===== config.mk =====
export PLATFORM = sky130hd
export DESIGN_NAME = ir_pulse_train_transmitter_flat
export DESIGN_NICKNAME = d
export VERILOG_FILES = /design/src/rtl/irtx_pkg.sv /design/src/rtl/irtx_if.sv /design/src/rtl/irtx_pulse_mem.sv /design/src/rtl/ir_pulse_train_transmitter.sv /design/src/flat_wrapper.sv
export SDC_FILE = /design/constraint.sdc
export NUM_CORES = 1
export LEC_CHECK = 0
export BUFFER_PORTS_ARGS = -buffer_cell sky130_fd_sc_hd__buf_4
export CORE_AREA = 2 2 244 246
export DETAILED_ROUTE_END_ITERATION = 10
export DIE_AREA = 0 0 246 248
export GPL_TIMING_DRIVEN = 0
export SYNTH_ARGS = -nofsm -noshare
export SYNTH_HDL_FRONTEND = slang
export SYNTH_SLANG_ARGS = --single-unit

===== constraint.sdc =====
create_clock -name clk_i -period 6.2 [get_ports clk_i]
set_clock_uncertainty 0.15 [all_clocks]
set_input_delay 0.93 -clock clk_i [delete_from_list [all_inputs] [get_ports clk_i]]
set_output_delay 0.93 -clock clk_i [all_outputs]
set_load 0.01 [all_outputs]

===== src/rtl/irtx_pkg.sv =====
// Shared types and constants for the IR pulse-train transmitter.
// Used by the channel interfaces and the top level.
package irtx_pkg;

  localparam int unsigned CMD_W    = 2;
  localparam int unsigned ENTRY_W  = 5;
  localparam int unsigned TICKS_W  = 16;
  localparam int unsigned IDX_W    = 6;
  localparam int unsigned CNT_W    = 16;
  localparam int unsigned CFG_IDX_W = 1;

  // Command codes of an input item
  localparam logic [CMD_W-1:0] CMD_IDLE  = 2'd0;
  localparam logic [CMD_W-1:0] CMD_WRITE = 2'd1;
  localparam logic [CMD_W-1:0] CMD_START = 2'd2;

  // Configuration register indexes
  localparam logic [CFG_IDX_W-1:0] REG_TICK_PERIOD = 1'd0;
  localparam logic [CFG_IDX_W-1:0] REG_CARRIER_TOP = 1'd1;

  localparam logic [CNT_W-1:0] TICK_PERIOD_RST = 16'd255;
  localparam logic [CNT_W-1:0] CARRIER_TOP_RST = 16'd210;

  typedef struct packed {
    logic [CMD_W-1:0]   command;
    logic [ENTRY_W-1:0] entry_index;
    logic [TICKS_W-1:0] pulse_ticks;
    logic [IDX_W-1:0]   code_length;
  } in_item_t;

  typedef struct packed {
    logic ir_out;
    logic carrier_on;
    logic sending;
  } out_item_t;

endpackage


===== src/rtl/irtx_if.sv =====
// Valid/ready channel interfaces of the IR pulse-train transmitter.
// Depends on irtx_pkg for the payload types.
interface irtx_in_if;
  import irtx_pkg::*;
  logic     valid;
  logic     ready;
  in_item_t data;
  modport source (output valid, output data, input ready);
  modport sink (input valid, input data, output ready);
endinterface

interface irtx_out_if;
  import irtx_pkg::*;
  logic      valid;
  logic      ready;
  out_item_t data;
  modport source (output valid, output data, input ready);
  modport sink (input valid, input data, output ready);
endinterface

interface irtx_cfg_if;
  import irtx_pkg::*;
  logic                 valid;
  logic                 ready;
  logic [CFG_IDX_W-1:0] index;
  logic [CNT_W-1:0]     data;
  modport source (output valid, output index, output data, input ready);
  modport sink (input valid, input index, input data, output ready);
endinterface


===== src/rtl/irtx_pulse_mem.sv =====
// Pulse length table: one write port, one registered read port.
// A write to the address being read in the same cycle is forwarded.
module irtx_pulse_mem #(
  parameter int unsigned DEPTH = 32,
  parameter int unsigned AW    = 5,
  parameter int unsigned DW    = 16
) (
  input  logic          clk_i,
  input  logic          wr_en_i,
  input  logic [AW-1:0] wr_addr_i,
  input  logic [DW-1:0] wr_data_i,
  input  logic [AW-1:0] rd_addr_i,
  output logic [DW-1:0] rd_data_o
);

  logic [DW-1:0] mem_q [DEPTH];
  logic [DW-1:0] rd_data_q;

  always_ff @(posedge clk_i) begin
    if (wr_en_i) begin
      mem_q[wr_addr_i] <= wr_data_i;
    end
  end

  always_ff @(posedge clk_i) begin
    if (wr_en_i && (wr_addr_i == rd_addr_i)) begin
      rd_data_q <= wr_data_i;
    end else begin
      rd_data_q <= mem_q[rd_addr_i];
    end
  end

  assign rd_data_o = rd_data_q;

endmodule


===== src/rtl/ir_pulse_train_transmitter.sv =====
// IR pulse-train transmitter. Every accepted input item is one timer step and yields exactly one
// result item (ir_out, carrier_on, sending) holding the state after that step; a new item is
// taken every clock cycle while the output register is free or being drained, so the block
// sustains one item per cycle; the result is registered. Pulse lengths live in a
// synchronous table that is read every cycle at the index the next step will use, so the length
// of the current pulse is always waiting in the read register; a table write that hits the
// current or the next index is forwarded. Configuration is taken at once on the cfg channel.
// Depends on irtx_pkg, the channel interfaces and irtx_pulse_mem.
module ir_pulse_train_transmitter #(
  parameter int unsigned PULSE_DEPTH = 32
) (
  input  logic clk_i,
  input  logic rst_ni,
  irtx_cfg_if.sink   cfg_i,
  irtx_in_if.sink    in_i,
  irtx_out_if.source out_o
);
  import irtx_pkg::*;

  localparam int unsigned AW = (PULSE_DEPTH > 1) ? $clog2(PULSE_DEPTH) : 1;
  localparam int unsigned XW = AW + IDX_W;

  logic [CNT_W-1:0] tick_period_q, carrier_top_q;

  logic [IDX_W-1:0] pulse_index_q, pulse_index_d;
  logic [IDX_W-1:0] active_len_q, active_len_d;
  logic [CNT_W-1:0] tick_count_q, tick_count_d;
  logic [CNT_W-1:0] prescale_q, prescale_d;
  logic [CNT_W-1:0] carrier_cnt_q, carrier_cnt_d;
  logic             carrier_lvl_q, carrier_lvl_d;
  logic             carrier_en_q, carrier_en_d;

  logic      out_valid_q;
  out_item_t out_data_q;

  logic             accept;
  logic             in_ready;
  in_item_t         item;
  logic             wr_en;
  logic [XW-1:0]    wr_idx_x, cur_idx_x, rd_idx_x;
  logic [AW-1:0]    wr_addr, rd_addr;
  logic [TICKS_W-1:0] rd_data;
  logic [TICKS_W-1:0] cur_len;
  logic             cur_in_range;
  logic             tick;
  logic             restart;
  logic [CNT_W-1:0] tick_inc;
  logic [IDX_W-1:0] index_inc;

  assign item     = in_i.data;
  assign in_ready = !out_valid_q || out_o.ready;
  assign in_i.ready = in_ready;
  assign accept   = in_i.valid && in_ready;

  // Table addressing: indexes past the table never write and read as zero length
  assign wr_idx_x  = XW'(item.entry_index);
  assign wr_addr   = wr_idx_x[AW-1:0];
  assign wr_en     = accept && (item.command == CMD_WRITE) && (wr_idx_x < XW'(PULSE_DEPTH));

  assign cur_idx_x    = XW'(pulse_index_q);
  assign cur_in_range = cur_idx_x < XW'(PULSE_DEPTH);

  assign rd_idx_x = XW'(pulse_index_d);
  assign rd_addr  = rd_idx_x[AW-1:0];

  irtx_pulse_mem #(
    .DEPTH (PULSE_DEPTH),
    .AW    (AW),
    .DW    (TICKS_W)
  ) u_pulse_mem (
    .clk_i     (clk_i),
    .wr_en_i   (wr_en),
    .wr_addr_i (wr_addr),
    .wr_data_i (item.pulse_ticks),
    .rd_addr_i (rd_addr),
    .rd_data_o (rd_data)
  );

  // Length of the current pulse, seeing a write made in this same step
  always_comb begin
    if (!cur_in_range) begin
      cur_len = '0;
    end else if (wr_en && (wr_idx_x == cur_idx_x)) begin
      cur_len = item.pulse_ticks;
    end else begin
      cur_len = rd_data;
    end
  end

  assign tick      = prescale_q >= tick_period_q;
  assign tick_inc  = tick_count_q + CNT_W'(1);
  assign index_inc = pulse_index_q + IDX_W'(1);

  always_comb begin
    pulse_index_d = pulse_index_q;
    active_len_d  = active_len_q;
    tick_count_d  = tick_count_q;
    prescale_d    = prescale_q;
    carrier_cnt_d = carrier_cnt_q;
    carrier_lvl_d = carrier_lvl_q;
    carrier_en_d  = carrier_en_q;
    restart       = 1'b0;
    if (accept) begin
      if (item.command == CMD_START) begin
        active_len_d  = (item.code_length - IDX_W'(1)) | IDX_W'(1);
        pulse_index_d = '0;
        tick_count_d  = '0;
        prescale_d    = '0;
        carrier_en_d  = 1'b1;
        carrier_cnt_d = '0;
        carrier_lvl_d = 1'b0;
      end else begin
        if (tick) begin
          prescale_d = '0;
          if (pulse_index_q < active_len_q) begin
            if (tick_inc >= cur_len) begin
              // Advance to the next pulse: odd is a space, even a mark
              pulse_index_d = index_inc;
              tick_count_d  = '0;
              if (index_inc[0]) begin
                carrier_en_d = 1'b0;
              end else begin
                carrier_en_d  = 1'b1;
                carrier_cnt_d = '0;
                carrier_lvl_d = 1'b0;
                restart       = 1'b1;
              end
            end else begin
              tick_count_d = tick_inc;
            end
          end
        end else begin
          prescale_d = prescale_q + CNT_W'(1);
        end
        if (!restart) begin
          if (carrier_cnt_q >= carrier_top_q) begin
            carrier_cnt_d = '0;
            carrier_lvl_d = !carrier_lvl_q;
          end else begin
            carrier_cnt_d = carrier_cnt_q + CNT_W'(1);
          end
        end
      end
    end
  end

  always_ff @(posedge clk_i or negedge rst_ni) begin
    if (!rst_ni) begin
      pulse_index_q <= '0;
      active_len_q  <= '0;
      tick_count_q  <= '0;
      prescale_q    <= '0;
      carrier_cnt_q <= '0;
      carrier_lvl_q <= 1'b0;
      carrier_en_q  <= 1'b0;
    end else begin
      pulse_index_q <= pulse_index_d;
      active_len_q  <= active_len_d;
      tick_count_q  <= tick_count_d;
      prescale_q    <= prescale_d;
      carrier_cnt_q <= carrier_cnt_d;
      carrier_lvl_q <= carrier_lvl_d;
      carrier_en_q  <= carrier_en_d;
    end
  end

  // Configuration registers
  assign cfg_i.ready = 1'b1;

  always_ff @(posedge clk_i or negedge rst_ni) begin
    if (!rst_ni) begin
      tick_period_q <= TICK_PERIOD_RST;
      carrier_top_q <= CARRIER_TOP_RST;
    end else if (cfg_i.valid) begin
      case (cfg_i.index)
        REG_TICK_PERIOD: tick_period_q <= cfg_i.data;
        REG_CARRIER_TOP: carrier_top_q <= cfg_i.data;
        default: ;
      endcase
    end
  end

  // Output register: hold the result until taken
  always_ff @(posedge clk_i or negedge rst_ni) begin
    if (!rst_ni) begin
      out_valid_q <= 1'b0;
    end else if (accept) begin
      out_valid_q <= 1'b1;
    end else if (out_o.ready) begin
      out_valid_q <= 1'b0;
    end
  end

  always_ff @(posedge clk_i) begin
    if (accept) begin
      out_data_q.ir_out     <= carrier_lvl_d & carrier_en_d;
      out_data_q.carrier_on <= carrier_en_d;
      out_data_q.sending    <= pulse_index_d < active_len_d;
    end
  end

  assign out_o.valid = out_valid_q;
  assign out_o.data  = out_data_q;

endmodule

===== src/flat_wrapper.sv =====
// flat-port wrapper written by rule: the top's interface ports become plain ports
module ir_pulse_train_transmitter_flat import irtx_pkg::*;
#(
  parameter int unsigned PULSE_DEPTH = 32
)
  (clk_i, rst_ni, cfg_i_valid, cfg_i_index, cfg_i_data, cfg_i_ready, in_i_valid, in_i_data, in_i_ready, out_o_valid, out_o_data, out_o_ready);
  irtx_cfg_if cfg_i_i ();
  irtx_in_if in_i_i ();
  irtx_out_if out_o_i ();
  input  logic clk_i;
  input  logic rst_ni;
  input wire logic [$bits(cfg_i_i.valid)-1:0] cfg_i_valid;
  input wire logic [$bits(cfg_i_i.index)-1:0] cfg_i_index;
  input wire logic [$bits(cfg_i_i.data)-1:0] cfg_i_data;
  output wire logic [$bits(cfg_i_i.ready)-1:0] cfg_i_ready;
  input wire logic [$bits(in_i_i.valid)-1:0] in_i_valid;
  input wire logic [$bits(in_i_i.data)-1:0] in_i_data;
  output wire logic [$bits(in_i_i.ready)-1:0] in_i_ready;
  output wire logic [$bits(out_o_i.valid)-1:0] out_o_valid;
  output wire logic [$bits(out_o_i.data)-1:0] out_o_data;
  input wire logic [$bits(out_o_i.ready)-1:0] out_o_ready;
  assign cfg_i_i.valid = cfg_i_valid;
  assign cfg_i_i.index = cfg_i_index;
  assign cfg_i_i.data = cfg_i_data;
  assign cfg_i_ready = cfg_i_i.ready;
  assign in_i_i.valid = in_i_valid;
  assign in_i_i.data = in_i_data;
  assign in_i_ready = in_i_i.ready;
  assign out_o_valid = out_o_i.valid;
  assign out_o_data = out_o_i.data;
  assign out_o_i.ready = out_o_ready;
  ir_pulse_train_transmitter #(.PULSE_DEPTH(PULSE_DEPTH)) u_core (.clk_i(clk_i), .rst_ni(rst_ni), .cfg_i(cfg_i_i), .in_i(in_i_i), .out_o(out_o_i));
endmodule

Word level (Yosys, flattened, before mapping)
Memory sizes are Yosys's and may differ from the RTL's. A register that Yosys moved wholly into a read port is not among the register bits.
Cells that the tools add are included.
{"block": "totals", "ramBits": 512, "elab_cells": 94, "out_inout_bits": 6, "memories": 1, "ff_bits": 98, "inputBits": 51}
{"memory": "u_core.u_pulse_mem.mem_q", "words": 32, "width": 16, "read_ports": 1, "rd_clocked_by_memory_dff": 1, "write_ports": 1, "line": "irtx_pulse_mem.sv:16", "source": "logic [DW-1:0] mem_q [DEPTH];"}
{"block": "op_classes", "n_mux": 45, "bitwise": 2, "reduce_logical": 14, "n_lt_le_gt_ge": 7, "add_sub_neg": 5, "n_eq_ne": 7}
{"cell": "$mux 16", "n": 15}
{"cell": "$add 16x1->16 const B", "n": 3}
{"cell": "$ge 16x16->1", "n": 3}
{"cell": "$mux 6", "n": 7}
{"cell": "$mux 1", "n": 23}
{"cell": "$lt 6x6->1", "n": 2}
{"cell": "$ne 3x1->1 const B", "n": 3}
{"cell": "$add 6x1->6 const B", "n": 1}
{"cell": "$eq 5x6->1", "n": 1}
{"cell": "$lt 5x6->1 const B", "n": 1}
{"cell": "$lt 6x6->1 const B", "n": 1}
{"cell": "$reduce_bool 2->1", "n": 3}
{"cell": "$sub 6x1->6 const B", "n": 1}
{"cell": "$reduce_and 5->1", "n": 1}
{"cell": "$logic_and 1x1->1", "n": 4}
{"cell": "$reduce_and 2->1", "n": 2}
{"cell": "$ne 3x3->1 const B", "n": 1}
{"cell": "$reduce_and 3->1", "n": 1}
{"cell": "$eq 2x1->1 const B", "n": 1}
{"cell": "$eq 2x2->1 const B", "n": 1}
{"cell": "$logic_not 1->1", "n": 2}
{"cell": "$and 1x1->1", "n": 1}
{"cell": "$logic_or 1x1->1", "n": 1}
{"cell": "$not 1->1", "n": 1}

Longest topological paths before layout
Gate-level depths: netlist of the first run.
{"block": "depth", "ltp_word": 18, "mapped_depth": 21, "depth_no_buf": 20}

Cells and area by module
From an unflattened synthesis of the first run, not the netlist that was laid out.
{"block": "hier_totals", "cells_unflattened": 1838, "area_unflattened_um2": 26786.9}
{"module": "irtx_pulse_mem", "seq_area_each_um2": 15474.8, "cells_per_inst": 1133, "instances": 1, "area_each_um2": 20314.5}
{"module": "ir_pulse_train_transmitter", "seq_area_each_um2": 2482.4, "cells_per_inst": 705, "instances": 1, "area_each_um2": 6472.5}

Worst setup path before layout of the first run
No wires, ideal clock.
{"block": "synth_path", "path_type": "input-to-reg", "start": "input port in_i_data[24]", "end": "register u_core.out_data_q (netlist bit u_core.out_o.data[0]), data pin", "cell_stages": 20, "slack_ns": 1.195, "arrival_ns": 4.703, "n_path_buf": 2, "required_time_ns": 5.898, "setup_ns": 0.152, "path_cell_list": "clkbuf_1 -> xor2_1 -> nor4_1 -> nand4_1 -> clkbuf_1 -> a211o_1 -> ha_1 -> and2_4 -> o2111ai_1 -> o21ai_1 -> a211o_4 -> nand4_1 -> or3_1 -> a21oi_1 -> ha_1 -> a21o_1 -> a21o_1 -> a21oi_1 -> nand3b_1 -> o21ai_0"}
{"block": "synth_via", "elab_chain_len": 12, "word_cells_on_any_way": 13, "classes_between": "3 x order compare; 1 x eq/ne; 7 x mux; 2 x reduce/logical"}
{"element": "start: declaration", "line": "flat_wrapper.sv:17", "source": "input wire logic [$bits(in_i_i.data)-1:0] in_i_data;"}
{"element": "$lt 5x6->1", "line": "ir_pulse_train_transmitter.sv:58", "source": "assign wr_en = accept && (item.command == CMD_WRITE) && (wr_idx_x < XW'(PULSE_DEPTH));"}
{"element": "$logic_and 1x1->1", "line": "ir_pulse_train_transmitter.sv:58"}
{"element": "$logic_and 1x1->1 *", "line": "ir_pulse_train_transmitter.sv:83", "source": "end else if (wr_en && (wr_idx_x == cur_idx_x)) begin"}
{"element": "$mux 16 *", "line": "ir_pulse_train_transmitter.sv:83"}
{"element": "$mux 16 *", "line": "ir_pulse_train_transmitter.sv:81", "source": "if (!cur_in_range) begin"}
{"element": "$ge 16x16->1 *", "line": "ir_pulse_train_transmitter.sv:116", "source": "if (tick_inc >= cur_len) begin"}
{"element": "$mux 6 *", "line": "ir_pulse_train_transmitter.sv:116"}
{"element": "$mux 6 *", "line": "ir_pulse_train_transmitter.sv:115", "source": "if (pulse_index_q < active_len_q) begin"}
{"element": "$mux 6 *", "line": "ir_pulse_train_transmitter.sv:113", "source": "if (tick) begin"}
{"element": "$mux 6 *", "line": "ir_pulse_train_transmitter.sv:104", "source": "if (item.command == CMD_START) begin"}
{"element": "$mux 6 *", "line": "ir_pulse_train_transmitter.sv:103", "source": "if (accept) begin"}
{"element": "named net u_core.pulse_index_d[3]", "line": "ir_pulse_train_transmitter.sv:25", "source": "logic [IDX_W-1:0] pulse_index_q, pulse_index_d;"}
{"element": "$lt 6x6->1 *", "line": "ir_pulse_train_transmitter.sv:198", "source": "out_data_q.sending <= pulse_index_d < active_len_d;"}
{"element": "end: declaration", "line": "ir_pulse_train_transmitter.sv:34", "source": "out_item_t out_data_q;"}
The timed path passes the listed nets; every way through them passes the cells marked *.
A chain may end at the register's enable or synchronous reset.

==> results.cfg, run 1 <==
[outcome]
outcome = completed

[setup_path]
cp-start-kind = flop
crit_chain = clkbuf_1 -> clkbuf_1 -> mux4_2 -> mux4_2 -> mux2i_1 -> a211o_1 -> ha_1 -> and2_4 -> a221oi_2 -> o21ai_1 -> a211o_4 -> nand4_1 -> o21ai_0 -> a21oi_1 -> ha_1 -> a21o_1 -> a21o_1 -> a21oi_1 -> nand3b_1 -> o21ai_0
path_max_fanout = 10
critPathSlowestCell = clkbuf_1
crit_path_max_incr_delay_ns = 0.66
reg2reg_depth = 20
cp.arrival_ns = 6.22
crit_type = flop to flop
crit_cells = 20
cp_data_required_time_ns = 6.51
end_kind = flop
cp_num_buf_inv = 2
crit_family = compound AO/OA/AOI/OAI gates

[place]
dp_hpwl_mm = 41.7
placed_cell_area_um2 = 28000
gp_congestion = 0.816
dp_slack_ns = -0.0530
port_buffers = 52

[min_path]
hp-class = primary input to asynchronous set/reset pin

[grt]
grt_use_total_pct = 20.9
grt_antenna_before_repair = 1
grt_pass1_vias = 14500
overflow = 0
grt_first_pass_wirelength_mm = 92.6
grt_max_degree = 96

[die]
dieArea_um2 = 61000
core-area_um2 = 58500
die-width_um = 246
rows = 89
io_pins = 57
die_h_um = 248
start_util_pct = 44.6

[yosys]
syn_avg_cell_area_um2 = 17.9
synth_commonest_cells = edfxtp_1 (515), mux4_2 (160), nor2_1 (91)
syn-instance-count = 1460
yosysSeqAreaShare_pct = 68.9
synth_edf_count = 515
synth_area_leader_cell = edfxtp_1
synth.area.top_cells = edfxtp_1 (59%), mux4_2 (14%), dfrtp_1 (8.0%)
synth_ff_type = edfxtp_1
synth_area_um2 = 26100
yosysMostFrequentCell = edfxtp_1
synth_fp_nets = 1575
synthDistinctLibCells = 71
synth_top_area_share_pct = 59.3
async_reset_ff_share_pct = 15.4
ys_ff_latch = 615
yosysWarnings = 0

[run]
timing.max_cap.violations = 0

[cells_and_area]
nNetsFinal = 1729
n_antenna_cell = 0
fillers = 4758
stdcell_area_um2 = 30100
post_route_cells_drive_above_1_share_pct = 27.6
area_growth_pct = 15.6

[clocking]
clkSinkCount = 615
tritoncts.num_buffers = 67
cts_buffer_depth = 3
insertion_delay_ns = 0.62
htree_levels = 3
cts_root_buf = clkbuf_16
cts_tree = yes
cts-hold-fix-buffers = 0
cts.repair.resized = 0
path_clk_slew_ns = 0.06
cts_setup_buffers = 0

[routing]
firstDrtPassIters = 5
vias = 14000
ant_nets = 0
wl_mm = 61.8
drc = 0
drt_first_iter_violations = 1180
viasPerCell = 5.74
wire_per_inst_um = 25.4

[pwr]
peakVddDrop_v = 0.000299
pwr_density_cell_nw_per_um2 = 298
p_clk_share_pct = 41.0
seq_power_share_pct = 52.4
swShare_pct = 23.2
p_switching_mw = 2.09
p_int_mw = 6.91
leakage_nw = 10.3
p_comb_share_pct = 6.6

[timing]
drv_slew = 0
slew-limit-headroom_pct = 20.0
setup_ws_ns = 0.285
max_clock_freq_mhz = 169
min_period_ns = 5.92
setup_tns_ns = 0
fin_crit_sh_pct = 95.4
worstMarginPinSlew_ns = 1.20
hold_viol_final = 0
finalSetupViolCount = 0
==> power by group through the flow <==
stage	registers [mW]	logic, mW	clock network [mW]
floorplan	4.76	0.382	0
global placement	4.79	0.561	0
detailed placement	4.79	0.594	0
CTS	4.71	0.598	3.78
global route	4.73	0.683	3.94
finish	4.71	0.593	3.69
==> kinds of logic (layout without fill, tap and decap cells) <==
group / count (synthesis) / count (layout) / share of synthesized area, %
flip-flops: 615 / 615 / 68.9
XOR/XNOR: 38 / 38 / 1.28
buffers and inverters: 127 / 328 / 2.12
AO/OA/AOI/OAI: 146 / 146 / 4.12
adder cells (fa/ha/maj): 64 / 64 / 3.07
other: 1 / 1 / 0.0144
AND/OR/NAND/NOR: 272 / 272 / 5.18
multiplexers: 197 / 197 / 15.3
==> state kept, by name, summed over array words and instances (netlist names), named ones only <==
register and cells:
u_core.active_len_q 6, u_core.carrier_cnt_q 16, u_core.carrier_en_q 1, u_core.carrier_lvl_q 1, u_core.carrier_top_q 16, u_core.out_o.data 3
u_core.out_o.valid 1, u_core.prescale_q 16, u_core.pulse_index_q 6, u_core.tick_count_q 16, u_core.tick_period_q 16, u_core.u_pulse_mem.mem_q 512
==> layout make-up <==
type	count	area [um^2]	area share, %
timing repair buffer	85	961	3.19
tap	773	967	3.21
clock inverter	27	208	0.689
multi-input combinational	718	7640	25.3
buffer	64	359	1.19
clock buffer	89	1810	6.01
inverter	63	236	0.785
sequential	615	18000	59.6
==> layout by cell type (no fill, tap or decap), drive strengths merged, types with 21 or more instances in the layout <==
cell,count
clkbuf,137
clkinv,21
mux4,160
o21ai,33
nand4,25
inv,68
ha,64
nor2,91
a21oi,32
buf,101
nand2,58
dfrtp,83
nand3,36
edfxtp,515
==> per-stage QoR <==
stage	util [%]	hold slack, ns	instances	power (mW)
after detailed placement	48.0	0.347	2317	5.39
after global placement	46.9	0.331	2285	5.35
after CTS	51.4	0.353	2433	9.09
after global routing	51.6	0.204	2434	9.35
final	51.6	0.174	2434	9.00
after floorplan	-	0.308	1460	5.14
==> worst register-to-register path: stages (launching register included) <==
cell	delay, ns
dfxtp_1	0.35
clkbuf_1	0.44
clkbuf_1	0.67
mux4_2	0.43
mux4_2	0.49
mux2i_1	0.15
a211o_1	0.22
ha_1	0.28
and2_4	0.18
a221oi_2	0.23
o21ai_1	0.12
a211o_4	0.41
nand4_1	0.17
o21ai_0	0.11
a21oi_1	0.28
ha_1	0.31
a21o_1	0.16
a21o_1	0.16
a21oi_1	0.24
nand3b_1	0.10
o21ai_0	0.15
==> final timing paths <==
kind	slack (ns)	endpoint
worst max-delay path	0.28	u_core.out_o.data[0]
worst min-delay path	0.17	u_core.tick_count_q[10]
worst max register to register	0.28	u_core.out_o.data[0]
worst min register to register	0.36	u_core.active_len_q[0]
max in group asynchronous	5.00	u_core.tick_period_q[2]
min in group clk_i	0.36	u_core.active_len_q[0]
==> layer usage <==
layer,up-vias,global-route usage (%),part of all wire [%]
li1,6130,-,-
met1,7298,27.8,42
met2,432,35.5,50
met3,118,3.22,5.4
met4,2,6.54,2.8
met5,-,0,0.026
Note: power is estimated with default switching activity, not from simulation.
==> run 2: changes to the inputs <==
Settings changed: BUFFER_PORTS_ARGS -buffer_cell sky130_fd_sc_hd__buf_4 to -buffer_cell sky130_fd_sc_hd__buf_2, CORE_AREA 2 2 244 246 to 2 2 223 269, DIE_AREA 0 0 246 248 to 0 0 225 271.
==> run 2 against run 1 <==
Register-to-register slack better by 0.10 ns. Critical path depth stayed put. First-iteration DRC count up 4.3%. Worst setup slack gained 0.10 ns. Clock-buffer cell count shrank 23. Power shrank 2.8%. Sequential share of layout area up 0.66 points. Sequential cell count unchanged. Final cell count decreased by 1.7%. Clock power is 6.5% lower.
==> results.cfg, run 2 (synthesized netlist as in run 1, its figures left out) <==
[outcome]
outcome = completed

[routing]
drc = 0
ant_nets = 0
viasPerCell = 5.79
firstDrtPassIters = 5
vias = 13900
drt_first_iter_violations = 1231
wl_mm = 61.2
wire_per_inst_um = 25.6

[cells_and_area]
nNetsFinal = 1720
n_antenna_cell = 0
fillers = 4663
area_growth_pct = 14.4
final_common_cell = edfxtp_1
post_route_cells_drive_above_1_share_pct = 27.6
largest_reg_flops = 512
most-common-layout-cells = edfxtp_1 (515), mux4_2 (160), dfrtp_1 (83)
top_register = u_core.u_pulse_mem.mem_q
multi_input_area_um2 = 7640
fin_cells = 2393
regArea_um2 = 18000
final_util_pct = 51.3

[place]
port_buffers = 52
gp_congestion = 0.805
dp_cells = 2287
dp_hpwl_mm = 42.7

[setup_path]
r2r_slack_ns = 0.39
path_max_fanout = 10
cp-start-kind = flop
crit_type = flop to flop
cp_data_required_time_ns = 6.52
cp.arrival_ns = 6.13
end_kind = flop

[timing]
fin_crit_sh_pct = 93.7
whs_ns = 0.0821
drv_slew = 0
max_clock_freq_mhz = 172
slew-limit-headroom_pct = 26.6
grt_setup_unrepaired = false
worstMarginPinSlew_ns = 1.10
min_period_ns = 5.81
hold_viol_final = 0
finalSetupViolCount = 0
setup_tns_ns = 0

[pwr]
leakage_nw = 10.2
peakVddDrop_v = 0.000221
pwr_density_cell_nw_per_um2 = 293
power_mw = 8.74

[grt]
grt_first_pass_wirelength_mm = 92.0
grt_use_total_pct = 20.6
overflow = 0
grt_max_degree = 69
grt_antenna_before_repair = 2
grt_pass1_vias = 14500

[clocking]
insertion_delay_ns = 0.64
cts_root_buf = clkbuf_16
cts_buffer_depth = 3
cts-hold-fix-buffers = 0
clkSinkCount = 615
path_clk_slew_ns = 0.06
tritoncts.num_buffers = 58
cts_tree = yes
htree_levels = 2

[die]
die-width_um = 225
core-area_um2 = 58100
start_util_pct = 44.8
die_h_um = 271
dieArea_um2 = 61000
io_pins = 57
rows = 97

[min_path]
hp-class = primary input to asynchronous set/reset pin

[run]
timing.max_cap.violations = 0
[run 2: cell types whose count changed in the layout (fill, tap and decap cells not counted), moves of 5 or more]
cell and change:
buf_2 +56, buf_4 -51, clkbuf_1 -11, clkbuf_16 -11, clkbuf_4 -5, clkinv_2 +7
[run 2: path summary, 6_finish.rpt]
check	end	cells after the start
max in group asynchronous	u_core.tick_period_q[1]	2
setup reg to reg	u_core.out_o.data[0]	20
hold reg to reg	u_core.active_len_q[0]	1
hold / removal	u_core.tick_period_q[13]	1
min in group clk_i	u_core.active_len_q[0]	1
setup / recovery	u_core.out_o.data[0]	20
[run 2: report_power, final]
| group | total (mW) | switching (mW) | internal (mW) |
|---|---|---|---|
| sequential | 4.72 | 0.123 | 4.60 |
| clock | 3.45 | 1.56 | 1.89 |
| combinational | 0.578 | 0.355 | 0.223 |
| total | 8.74 | 2.04 | 6.71 |
[run 2: repair_timing]
action,4_1_cts,5_1_grt
gates resized for setup,0,35
setup endpoints to repair,0,1
setup buffers,0,0
[run 2: cell type report]
type / count / share of cell area (%)
inverters: 63 / 0.793
flip-flops and latches: 615 / 60.2
clock buffers: 66 / 4.97
multi-input cells: 718 / 25.6
plain buffers: 64 / 1.16
well taps: 742 / 3.11
clock inverters: 40 / 1.14
repair buffers: 85 / 2.96
[run 2: worst max-delay path: stages, from the launching register on]
cell and delay (ns):
dfxtp_1 0.36, buf_2 0.39, buf_2 0.44, mux4_2 0.59
mux4_2 0.51, mux2i_1 0.14, a211o_1 0.19, ha_1 0.17
and2_4 0.16, o2111ai_1 0.11, o21ai_1 0.19, a211o_4 0.22
nand4_1 0.16, or3_1 0.42, a21oi_1 0.35, ha_1 0.31
a21o_1 0.16, a21o_1 0.16, a21oi_1 0.20, nand3b_1 0.09
o21ai_0 0.15
[run 2: stage by stage]
stage	worst slack, ns	instance area (um^2)
finish	0.389	29800
global route	0.0116	29800
detailed placement	0.0854	28000
CTS	0.0384	29800
global placement	0.00381	27300
floorplan	1.20	26100
[run 2: per-layer routing]
layer / up-vias / track usage (%) / share of wire (%)
met5: - / 0 / 0.049
met4: 4 / 5.72 / 2.4
met3: 90 / 3.34 / 5.2
met2: 372 / 37.2 / 53
met1: 7289 / 25.4 / 39
li1: 6096 / - / -
==> run 3: changes to the inputs <==
Settings changed: ABC_AREA set to 1, CAP_MARGIN set to 5, CORE_AREA 2 2 223 269 to 2 2 227 273, DIE_AREA 0 0 225 271 to 0 0 229 275.
Clock period 6.2 ns to 7.1 ns, I/O delays scaled along.
==> run 3 against run 2 <==
Wire length up 33%. Largest cell class unchanged. Final cell count up 32%. Register-to-register slack better by 1.4 ns. First-iteration DRC count up 58%. Sequential cell count unchanged.
==> results.cfg, run 3 <==
[pwr]
pwr_density_cell_nw_per_um2 = 261
leakage_nw = 10.9
peakVddDrop_v = 0.000198
power_mw = 8.05

[cells_and_area]
stdcell_area_um2 = 30800
post_route_cells_drive_above_1_share_pct = 12.5
fillers = 5204
nNetsFinal = 2408
final_common_cell = edfxtp_1
final_util_pct = 51.0
area_growth_pct = 14.6
most-common-layout-cells = edfxtp_1 (515), nand2_1 (226), o21ai_0 (194)
fin_cells = 3151
top_register = u_core.u_pulse_mem.mem_q
largest_reg_flops = 512

[timing]
drv_slew = 0
worstMarginPinSlew_ns = 0.959
setup_ws_ns = 1.78
fin_crit_sh_pct = 74.9
grt_setup_unrepaired = false
min_period_ns = 5.32
slew-limit-headroom_pct = 36.0
hold_viol_final = 0
whs_ns = 0.318
finalSetupViolCount = 0
max_clock_freq_mhz = 188
setup_tns_ns = 0

[yosys]
yosysSeqAreaShare_pct = 66.8
yosysWarnings = 0
synth_commonest_cells = edfxtp_1 (515), nand2_1 (226), nor2_1 (213)
yosysMostFrequentCell = edfxtp_1
syn-instance-count = 2145
synth_area_um2 = 26900
synth_fp_nets = 2260
synth_area_leader_cell = edfxtp_1
synth_ff_type = edfxtp_1
syn_avg_cell_area_um2 = 12.5
synthDistinctLibCells = 56
synth_top_area_share_pct = 57.5
synth.area.top_cells = edfxtp_1 (57%), dfrtp_1 (7.7%), mux2i_1 (4.7%)
async_reset_ff_share_pct = 15.4
synth_edf_count = 515
ys_ff_latch = 615

[run]
timing.max_cap.violations = 0

[die]
io_pins = 57
rows = 99
die-width_um = 229
dieArea_um2 = 63000
start_util_pct = 44.5
core-area_um2 = 60400
die_h_um = 275

[clocking]
cts_tree = yes
cts_buffer_depth = 3
cts_root_buf = clkbuf_16
cts-hold-fix-buffers = 0
tritoncts.num_buffers = 59
htree_levels = 2
insertion_delay_ns = 0.64
cts_setup_buffers = 0
path_clk_slew_ns = 0.06
cts.repair.resized = 0
clkSinkCount = 615

[setup_path]
crit_type = flop to flop
cp.arrival_ns = 5.55
critPathSlowestCell = clkbuf_1
crit_path_max_incr_delay_ns = 0.73
cp_data_required_time_ns = 7.33
path_max_fanout = 10
end_kind = flop
r2r_slack_ns = 1.78
crit_chain = clkbuf_1 -> clkbuf_1 -> o221ai_1 -> nand3_1 -> nand2_1 -> nand2_1 -> nand3_1 -> o211ai_1 -> ha_1 -> nand2_1 -> inv_1 -> nand3_1 -> nor2_1 -> nand3_1 -> nand3_2 -> nand2_1 -> nor2_2 -> nand2_1 -> nor3b_1 -> nor2_1 -> ha_1 -> nand2_1 -> o21ai_0 -> a21oi_1
cpMostUsedCell = nand2_1
cp-start-kind = flop

[routing]
wl_mm = 81.2
firstDrtPassIters = 5
drc = 0
viasPerCell = 5.87
vias = 18500
drt_first_iter_violations = 1944
wire_per_inst_um = 25.8
ant_nets = 0

[place]
placed_cell_area_um2 = 28900
gp_congestion = 0.898
port_buffers = 54
dp_slack_ns = 1.64
dp_cells = 3040
dp_hpwl_mm = 56.2

[grt]
grt_max_degree = 51
top_usage_layer = met2
overflow = 0
met3_usage_pct = 4.56
grt_pass1_vias = 18100
grtUsageMet1_pct = 32.0
grt_use_total_pct = 25.7
grt_use_met2_pct = 43.9
grt_first_pass_wirelength_mm = 118
grt_antenna_before_repair = 5

[outcome]
outcome = completed

[min_path]
hp-class = primary input to asynchronous set/reset pin
run 3: changes by cell type in the layout (fill, tap and decap cells not counted), moves of 17 or more:
cell and delta:
mux4_2 -160, nor2_1 +122, mux2_2 -19, inv_1 +89, nand4_1 -17, clkbuf_1 +46, nand2_1 +169, nand3_1 +90
o221ai_1 +113, nor3_1 +18, mux2i_1 +108, o21ai_0 +163
run 3: final cells by class:
class | count | area [um^2] | area share (%)
Sequential cell | 615 | 18000 | 58.2
Multi-Input combinational cell | 1256 | 7750 | 25.1
Clock buffer | 81 | 1610 | 5.21
Tap cell | 808 | 1010 | 3.28
Timing Repair Buffer | 87 | 906 | 2.94
Buffer | 114 | 669 | 2.17
Inverter | 160 | 603 | 1.96
Clock inverter | 28 | 332 | 1.08
Antenna cell | 2 | 5.00 | 0.0162
run 3: path summary, 6_finish.rpt:
check | start | end | depth (start not counted)
worst max-delay path | flop | u_core.out_o.data[0] | 24
worst min-delay path | rst_ni | u_core.tick_count_q[9] | 1
worst max register to register | flop | u_core.out_o.data[0] | 24
worst min register to register | u_core.active_len_q[0] | u_core.active_len_q[0] | 2
max in group asynchronous | rst_ni | u_core.tick_period_q[5] | 2
min in group clk_i | u_core.active_len_q[0] | u_core.active_len_q[0] | 2
run 3: worst max-delay path, delay by kind of cell, from the launching register on:
kind            cells  cell delay, ns
fa+ha+maj           2            0.48
simple gates       15            1.95
compound gates      4            0.76
flops               1            0.42
buf+inv             3            1.29
run 3: logic make-up after synthesis:
logic type | count (synthesis) | synth area share [%]
xor gates and xnor gates | 31 | 1.01
DFF | 615 | 66.8
muxes | 126 | 4.69
buffers and inverters | 274 | 4.73
other | 1 | 0.0139
adders and majority gates | 64 | 2.98
AOI/OAI and AO/OA | 411 | 9.87
and+or+nand+nor | 623 | 9.96
run 3: power by group:
part,switching [mW],internal [mW]
Combinational,0.540,0.275
Clock,1.37,1.83
Sequential,0.0539,3.98
Total,1.96,6.09
run 3: layer usage:
| layer | part of all wire (%) | vias up |
|---|---|---|
| met4 | 4.7 | 6 |
| met3 | 8.1 | 202 |
| li1 | - | 8185 |
| met1 | 38 | 9220 |
| met5 | 0.043 | - |
| met2 | 49 | 872 |
